### src/design/rgbpk_pkg.sv
package rgbpk_pkg;

   localparam logic KindPack   = 1'b0;
   localparam logic KindUnpack = 1'b1;

   localparam logic [31:0] SingleInf = 32'h7F80_0000;
   localparam logic [31:0] SingleNan = 32'h7FC0_0000;

   typedef struct packed {
      logic [31:0] packed_word;
      logic [31:0] red;
      logic [31:0] green;
      logic [31:0] blue;
   } result_type;

endpackage

### src/design/rgb_packed_small_float_convert_unit.sv
// Converts between three single-precision color channels and a packed
// R11G11B10 unsigned small-float word (red bits 0-10, green 11-21, blue 22-31).
// Request channel: drive req_* and pulse start; a request is taken at an edge
// where start is high and busy is low. busy is always low, so a request can
// be issued every cycle.
// Response channel: rsp_valid is high for one cycle, in the cycle after the
// request was taken, with the result on the rsp_* ports. The receiver cannot
// stall; each result is taken at the edge ending its cycle.
// Throughput: one request per clock; the response comes from the single
// result register behind three parallel channel lanes.
// Reset clears rsp_valid; no request is lost or duplicated across reset
// other than those in flight, which are dropped.
module rgb_packed_small_float_convert_unit (
   input  logic        clock,
   input  logic        reset,
   input  logic        start,
   output logic        busy,
   input  logic        req_kind,
   input  logic [31:0] req_red_bits,
   input  logic [31:0] req_green_bits,
   input  logic [31:0] req_blue_bits,
   input  logic [31:0] req_packed_in,
   output logic        rsp_valid,
   output logic [31:0] rsp_packed_out,
   output logic [31:0] rsp_red_out,
   output logic [31:0] rsp_green_out,
   output logic [31:0] rsp_blue_out
);

   logic [10:0] enc_r, enc_g, enc_b;
   logic [31:0] dec_r, dec_g, dec_b;
   rgbpk_pkg::result_type merged;
   rgbpk_pkg::result_type result_ff, result_in;
   logic valid_ff, valid_in;

   rgbpk_lane u_red (.narrow(1'b0), .single_bits(req_red_bits),
      .small_bits(req_packed_in[10:0]), .enc_bits(enc_r), .dec_bits(dec_r));
   rgbpk_lane u_green (.narrow(1'b0), .single_bits(req_green_bits),
      .small_bits(req_packed_in[21:11]), .enc_bits(enc_g), .dec_bits(dec_g));
   rgbpk_lane u_blue (.narrow(1'b1), .single_bits(req_blue_bits),
      .small_bits({1'b0, req_packed_in[31:22]}), .enc_bits(enc_b), .dec_bits(dec_b));

   rgbpk_merge u_merge (.kind(req_kind), .enc_r(enc_r), .enc_g(enc_g), .enc_b(enc_b),
      .dec_r(dec_r), .dec_g(dec_g), .dec_b(dec_b), .result(merged));

   assign busy      = 1'b0;
   assign valid_in  = start && !busy;
   assign result_in = valid_in ? merged : result_ff;

   always_ff @(posedge clock) begin
      if (reset) begin
         valid_ff <= 1'b0;
      end else begin
         valid_ff <= valid_in;
      end
      result_ff <= result_in;
   end

   assign rsp_valid      = valid_ff;
   assign rsp_packed_out = result_ff.packed_word;
   assign rsp_red_out    = result_ff.red;
   assign rsp_green_out  = result_ff.green;
   assign rsp_blue_out   = result_ff.blue;

endmodule

### src/design/rgbpk_lane.sv
// One color channel: encode single to small float, or decode back.
// narrow selects the 5-bit mantissa form (blue); otherwise 6 bits.
module rgbpk_lane (
   input  logic        narrow,
   input  logic [31:0] single_bits,
   input  logic [10:0] small_bits,
   output logic [10:0] enc_bits,
   output logic [31:0] dec_bits
);

   logic [7:0]  e8;
   logic [22:0] man;
   logic [5:0]  mmask;
   logic [4:0]  rebias;
   logic [4:0]  de;
   logic [5:0]  dm;
   logic [2:0]  p;
   logic [5:0]  rest;
   logic [7:0]  dexp;
   logic [22:0] dfrac;

   assign e8     = single_bits[30:23];
   assign man    = single_bits[22:0];
   assign mmask  = narrow ? 6'h1F : 6'h3F;
   assign rebias = 5'(e8 - 8'd112);

   always_comb begin
      if (single_bits[31]) begin
         enc_bits = '0;
      end else if (e8 > 8'd142) begin
         enc_bits = narrow ? {1'b0, 5'h1F, (e8 == 8'hFF) ? man[4:0] : 5'd0}
                           : {5'h1F, (e8 == 8'hFF) ? man[5:0] : 6'd0};
      end else if (e8 <= 8'd112) begin
         enc_bits = '0;
      end else begin
         enc_bits = narrow ? {1'b0, rebias, man[22:18]} : {rebias, man[22:17]};
      end
   end

   always_comb begin
      de = narrow ? small_bits[9:5] : small_bits[10:6];
      dm = small_bits[5:0] & mmask;
      p  = '0;
      for (int i = 1; i < 6; i++) begin
         if (dm[i]) p = 3'(i);
      end
      rest  = dm & ~(6'd1 << p);
      dexp  = 8'(8'd113 + {5'd0, p} - (narrow ? 8'd5 : 8'd6));
      dfrac = 23'({17'd0, rest} << (5'd23 - {2'd0, p}));
      if (de == '0) begin
         dec_bits = (dm == '0) ? 32'd0 : {1'b0, dexp, dfrac};
      end else if (de != 5'h1F) begin
         dec_bits = {1'b0, 8'({3'd0, de} + 8'd112),
                     narrow ? {dm[4:0], 18'd0} : {dm, 17'd0}};
      end else begin
         dec_bits = (dm == '0) ? rgbpk_pkg::SingleInf : rgbpk_pkg::SingleNan;
      end
   end

endmodule

### src/design/rgbpk_merge.sv
// Combine lane outputs into the result according to the mode.
module rgbpk_merge (
   input  logic                   kind,
   input  logic [10:0]            enc_r,
   input  logic [10:0]            enc_g,
   input  logic [10:0]            enc_b,
   input  logic [31:0]            dec_r,
   input  logic [31:0]            dec_g,
   input  logic [31:0]            dec_b,
   output rgbpk_pkg::result_type  result
);

   always_comb begin
      if (kind == rgbpk_pkg::KindPack) begin
         result.packed_word = {enc_b[9:0], enc_g, enc_r};
         result.red   = '0;
         result.green = '0;
         result.blue  = '0;
      end else begin
         result.packed_word = '0;
         result.red   = dec_r;
         result.green = dec_g;
         result.blue  = dec_b;
      end
   end

endmodule

### config.mk
export PLATFORM = sky130hd
export DESIGN_NAME = rgb_packed_small_float_convert_unit
export DESIGN_NICKNAME = d
export VERILOG_FILES = /design/src/design/rgbpk_pkg.sv /design/src/design/rgb_packed_small_float_convert_unit.sv /design/src/design/rgbpk_lane.sv /design/src/design/rgbpk_merge.sv
export SDC_FILE = /design/constraint.sdc
export NUM_CORES = 1
export LEC_CHECK = 0
export BUFFER_PORTS_ARGS = -buffer_cell sky130_fd_sc_hd__buf_2
export CORE_MARGIN = 3
export CORE_UTILIZATION = 40
export CTS_BUF_LIST = sky130_fd_sc_hd__clkbuf_16
export CTS_CLUSTER_SIZE = 40
export DETAILED_ROUTE_END_ITERATION = 8
export PLACE_DENSITY = 0.78
export REMOVE_ABC_BUFFERS = 1
export SLEW_MARGIN = 10
export SYNTH_ARGS = -nofsm -noshare
export SYNTH_HDL_FRONTEND = slang
export SYNTH_SLANG_ARGS = --single-unit
### constraint.sdc
create_clock -name clock -period 2.4 [get_ports clock]
set_input_delay 0.48 -clock clock [delete_from_list [all_inputs] [get_ports clock]]
set_output_delay 0.48 -clock clock [all_outputs]
set_load 0.005 [all_outputs]
==> impl_metrics.json, run 1 <==
{
  "synth_seq_area_share_pct": 50.9,
  "antenna_found_initial": 0,
  "drive_above_1_share_pct": 35.0,
  "post_cts_resized": 0,
  "ant_nets": 0,
  "tns_ps": 0,
  "area_growth_pct": 27.7,
  "period_minus_slack_ps": 2060,
  "yosys_register_bits": 75,
  "clockBufferDepth": 2,
  "yosysWarningCount": 0,
  "grt_pass1_wl_microns": 16600,
  "htreeDepth": 3,
  "first_iter_violations": 163,
  "setup_slack_ps": 342,
  "vias_per_cell": 4.99,
  "die_x_microns": 111,
  "firstDrtPassIters": 5,
  "die_y_microns": 111,
  "critPathKind": "in -> reg",
  "synth-async-reset-ratio_pct": 0,
  "worstMarginPinSlew_ps": 740,
  "wl_per_cell_microns": 14.3,
  "post_cts_buffers": 0,
  "min-delay-start": "reset",
  "synth_top_area_share_pct": 50.5,
  "dpl.hpwl_microns": 8200,
  "p_total_mw": 3.48,
  "synth.avg_cell_area_sq_um": 10.7,
  "initial_core_util_pct": 41.9,
  "antenna_cells": 0,
  "clock.fmax_mhz": 486,
  "outcome": "finished clean",
  "dpl.cell_count": 725,
  "port-buffer-count": 174,
  "cts.hold.buffers_added": 0,
  "required_ps": 2560,
  "setup-violations-final": 0,
  "synth-edff-count": 74,
  "gr-total-overflow": 0,
  "p_per_area_nw_per_um2": 620,
  "post-route-drc-count": 0,
  "cts_sinks": 75,
  "fin_crit_sh_pct": 85.8,
  "io_pins": 262,
  "hold_path.class": "in -> reg",
  "min_to": "rsp_valid",
  "yosysTopAreaCell": "edfxtp_1",
  "grt_util_all_layers_pct": 16.5,
  "p_leak_nw": 2.51,
  "fillCellCount": 928,
  "core_sq_um": 10500,
  "syn_area_sq_um": 4400,
  "hold_depth": 2,
  "grt_max_degree": 76,
  "vias": 3701,
  "clk_pin_slew_worst_paths_ps": 60,
  "ys_types": 52,
  "crit_path_max_fanout": 3,
  "dieArea_sq_um": 12300,
  "layout.nets": 744,
  "syn_inst": 413,
  "globalplace.congestion": 0.885,
  "cp.arrival_ps": 2210,
  "dp_slack_ps": 29.4,
  "rsz0062_at_grt": "false",
  "cts_tree": "done",
  "synthTopCellsByArea": "edfxtp_1, buf_4, a22o_1",
  "totalWireLength_microns": 10600,
  "clk_root_buffer_cell": "clkbuf_16",
  "final-hold-violation-count": 0,
  "rows": 37,
  "peakVddDrop_mv": 0.290,
  "start_kind": "input pin",
  "cap_violations": 0,
  "slew_headroom_pct": 50.2,
  "slew_viol_final": 0,
  "fin_hold_ws_ps": 307,
  "finalNonFillerCells": 741,
  "ys.flop_type": "edfxtp_1",
  "numCtsBuffers": 9,
  "worstSetupEndpointType": "register",
  "first_global_vias": 3467
}
-- Yosys cell counts, types with 4 or more instances --
master,number
edfxtp_1,74
buf_4,55
nor2_1,32
inv_1,22
o21a_1,21
a21oi_1,19
nand2_1,19
a22o_1,18
nor3_1,15
nand3_1,14
ha_1,12
o21ai_0,10
clkbuf_1,9
nor2b_1,9
nand2b_1,7
and3_1,6
nand4_1,6
nor4_1,6
o2bb2ai_1,6
a21o_1,4
-- where the power goes --
part           internal [mW]  switching (mW)
logic                  0.213           0.272
clock network          0.908           0.518
registers               1.55          0.0254
-- cells by family (layout without fill, tap and decap cells) --
| group | count (synthesis) | in the layout | synth area share [%] |
|---|---|---|---|
| fa+ha+maj | 12 | 12 | 3.41 |
| simple gates | 131 | 131 | 15.7 |
| flops | 75 | 75 | 50.9 |
| other cells | 1 | 56 | 0.0852 |
| compound gates | 103 | 103 | 17.0 |
| mux | 2 | 2 | 0.483 |
| buf+inv | 89 | 226 | 12.4 |
-- cell type report --
cell class	instances	area (sq um)	area share (%)
clock buffer	9	225	4.01
clock inverter	7	91.3	1.62
inverter	22	82.6	1.47
multi-input combinational	304	1820	32.4
sequential	75	2240	39.9
tap	136	170	3.03
timing repair buffer	188	988	17.6
-- routing by layer --
layer / wire, microns / part of all wire (%) / GRT usage (%)
met5: 0 / 0 / 0
met4: 207 / 1.9 / 6.90
met3: 939 / 8.8 / 3.82
met2: 5170 / 49 / 28.2
met1: 4320 / 41 / 20.1
-- cells in the final DEF, fill, tap and decap left out, types with 2 or more instances in the layout --
cell and count:
buf_2 174, edfxtp_1 74, conb_1 56, nor2_1 32, inv_1 22, o21a_1 21
a21oi_1 19, nand2_1 19, a22o_1 18, nor3_1 15, nand3_1 14, buf_4 13
ha_1 12, o21ai_0 10, nor2b_1 9, clkbuf_16 9, nand2b_1 7, nor4_1 6
nand4_1 6, and3_1 6, o2bb2ai_1 6, a21o_1 4, or2_2 3, and2_1 3
o211ai_1 3, a31oi_1 3, or3_1 3, a21boi_0 3, a22oi_1 2, o21bai_1 2
o311ai_0 2, bufinv_16 2, clkinv_2 2
-- worst max-delay path: stages --
cell and delay [ps]:
buf_2 110, nand2b_1 140, a21oi_1 200, or2_2 170, inv_1 60, ha_1 200, ha_1 220, nor2b_1 150
a21o_1 160, o2111ai_1 100, a21oi_1 230
-- how the worst max path moves through the flow --
stage / to / slack [ps] / start
global route: rsp_red_out[22] / 200 / req_packed_in[2]
finish: rsp_red_out[22] / 340 / req_packed_in[2]
detailed placement: rsp_red_out[22] / 30 / req_packed_in[4]
floorplan: rsp_red_out[21] / 250 / req_packed_in[4]
global placement: rsp_red_out[22] / 80 / req_packed_in[4]
CTS: rsp_red_out[22] / 340 / req_packed_in[2]
-- through the flow --
stage / utilization, % / area (sq um)
final: 53.5 / 5620
after global routing: 53.5 / 5620
after CTS: 53.5 / 5620
after detailed placement: 50.5 / 5310
after global placement: 50.5 / 5310
after floorplan: - / 4150
-- sequential cells by signal, indices dropped and copies added, names as in the netlist --
| signal | cells |
|---|---|
| rsp_blue_out | 14 |
| rsp_valid | 1 |
| rsp_red_out | 14 |
| rsp_green_out | 14 |
| rsp_packed_out | 32 |
No activity file was read; power rests on OpenSTA's default activity.
==> run 2, diff against run 1 <==
--- a/config.mk
+++ b/config.mk
@@ -5,10 +5,10 @@
 export SDC_FILE = /design/constraint.sdc
 export NUM_CORES = 1
 export LEC_CHECK = 0
-export BUFFER_PORTS_ARGS = -buffer_cell sky130_fd_sc_hd__buf_2
+export BUFFER_PORTS_ARGS = -buffer_cell sky130_fd_sc_hd__clkbuf_2
 export CORE_MARGIN = 3
 export CORE_UTILIZATION = 40
-export CTS_BUF_LIST = sky130_fd_sc_hd__clkbuf_16
+export CTS_BUF_LIST = sky130_fd_sc_hd__clkbuf_8 sky130_fd_sc_hd__clkbuf_16
 export CTS_CLUSTER_SIZE = 40
 export DETAILED_ROUTE_END_ITERATION = 8
 export PLACE_DENSITY = 0.78
==> run 2 against run 1 <==
  * Die area unchanged
  * Core utilization fell by 0.37 points
  * Critical path depth fell by 2
  * Setup slack got worse by 23 ps
  * Cell area decreased by 0.69%
  * Sequential share of layout area is 0.28 points higher
  * Via count rose by 1.2%
  * Hold slack worse by 31 ps
  * Combinational power grew 2%
  * Maximum frequency shrank 1.1%
  * Largest cell class unchanged
  * Highest routed layer unchanged
==> impl_metrics.json, run 2 (synthesis gave the netlist of run 1 again) <==
{
  "numCtsBuffers": 9,
  "firstDrtPassIters": 4,
  "area_growth_pct": 26.8,
  "post_cts_buffers": 0,
  "totalWireLength_microns": 10800,
  "core_sq_um": 10500,
  "start_kind": "input pin",
  "p_leak_nw": 2.54,
  "p_total_mw": 3.24,
  "layout.nets": 749,
  "finalNonFillerCells": 746,
  "fin_hold_ws_ps": 276,
  "final_area_sq_um": 5580,
  "cts_sinks": 75,
  "io_pins": 262,
  "dpl.hpwl_microns": 8320,
  "critPathKind": "in -> reg",
  "hold_path.class": "in -> reg",
  "crit_path_max_incr_delay_ps": 470,
  "cap_violations": 0,
  "first_iter_violations": 230,
  "cp.arrival_ps": 2260,
  "grt_util_all_layers_pct": 17.0,
  "fin_crit_sh_pct": 86.7,
  "die_y_microns": 111,
  "p_per_area_nw_per_um2": 580,
  "setup-violations-final": 0,
  "post-route-drc-count": 0,
  "slew_headroom_pct": 45.5,
  "period_minus_slack_ps": 2080,
  "first_global_vias": 3518,
  "largest_reg_flops": 32,
  "grt_max_degree": 76,
  "clk_pin_slew_worst_paths_ps": 80,
  "clockBufferDepth": 2,
  "clock.fmax_mhz": 481,
  "gr-total-overflow": 0,
  "final-hold-violation-count": 0,
  "crit_start": "req_packed_in[4]",
  "worstSetupEndpointType": "register",
  "drive_above_1_share_pct": 35.6,
  "port-buffer-count": 174,
  "die_x_microns": 111,
  "antenna_cells": 0,
  "dpl_cell_area_sq_um": 5340,
  "required_ps": 2580,
  "dp_slack_ps": -21.8,
  "initial_core_util_pct": 41.9,
  "worstMarginPinSlew_ps": 811,
  "cts_tree": "done",
  "vias": 3747,
  "cts.hold.buffers_added": 0,
  "slew_viol_final": 0,
  "path_cells": "clkbuf_2 -> or2_2 -> nor2_1 -> inv_1 -> ha_1 -> or3b_2 -> a21oi_1 -> a31oi_1 -> o21ai_0",
  "rows": 37,
  "dpl.cell_count": 730,
  "peakVddDrop_mv": 0.268,
  "tns_ps": 0,
  "crit_path_max_fanout": 3,
  "layout_commonest_cell": "clkbuf_2",
  "outcome": "finished clean",
  "antenna_found_initial": 0,
  "setup_slack_ps": 319,
  "final_util_pct": 53.1,
  "post_cts_resized": 0,
  "wl_per_cell_microns": 14.5,
  "clk_root_buffer_cell": "clkbuf_8",
  "dieArea_sq_um": 12300,
  "globalplace.congestion": 0.874,
  "ant_nets": 0,
  "grt_pass1_wl_microns": 16900,
  "most-common-layout-cells": "clkbuf_2, edfxtp_1, conb_1, nor2_1, inv_1",
  "rsz0062_at_grt": "false",
  "slowest_stage": "or3b_2",
  "htreeDepth": 3,
  "vias_per_cell": 5.02,
  "min-delay-start": "reset"
}
[run 2: cell count changes in the layout (fill, tap and decap cells not counted), moves of 5 or more]
cell	delta
buf_2	-173
clkbuf_2	+173
clkbuf_16	-9
clkbuf_8	+9
buf_4	+5
[run 2: layer usage]
metal  part of all wire [%]  GRT usage [%]  vias to the layer above
li1                       -              -                     1795
met1                     40           20.8                     1708
met2                     48           28.5                      222
met3                    9.6           3.98                       22
met4                    2.3           7.88                        0
met5                      0              0                        -
[run 2: worst max-delay path, delay by kind of cell]
| family | cells | cell delay, ps |
|---|---|---|
| fa+ha+maj | 1 | 220 |
| simple gates | 3 | 950 |
| buf+inv | 2 | 190 |
| compound gates | 3 | 430 |
[run 2: path summary, 6_finish.rpt]
path                     endpoint  slack [ps]  depth (start not counted)
hold / removal          rsp_valid         280                          2
setup / recovery  rsp_red_out[21]         320                          9
[run 2: area by class of cell]
class                      count  area [sq um]
tap                          136           170
sequential                    75          2240
multi-input combinational    304          1820
clock buffer                   9           124
inverter                      22          82.6
fill                         935          4930
timing repair buffer         193          1030
clock inverter                 7           116
[run 2: power breakdown]
group | leakage (nW) | switching, mW | internal (mW) | total (mW)
Clock | 0.121 | 0.481 | 0.689 | 1.17
Sequential | 0.719 | 0.0287 | 1.54 | 1.57
Combinational | 1.70 | 0.276 | 0.217 | 0.494
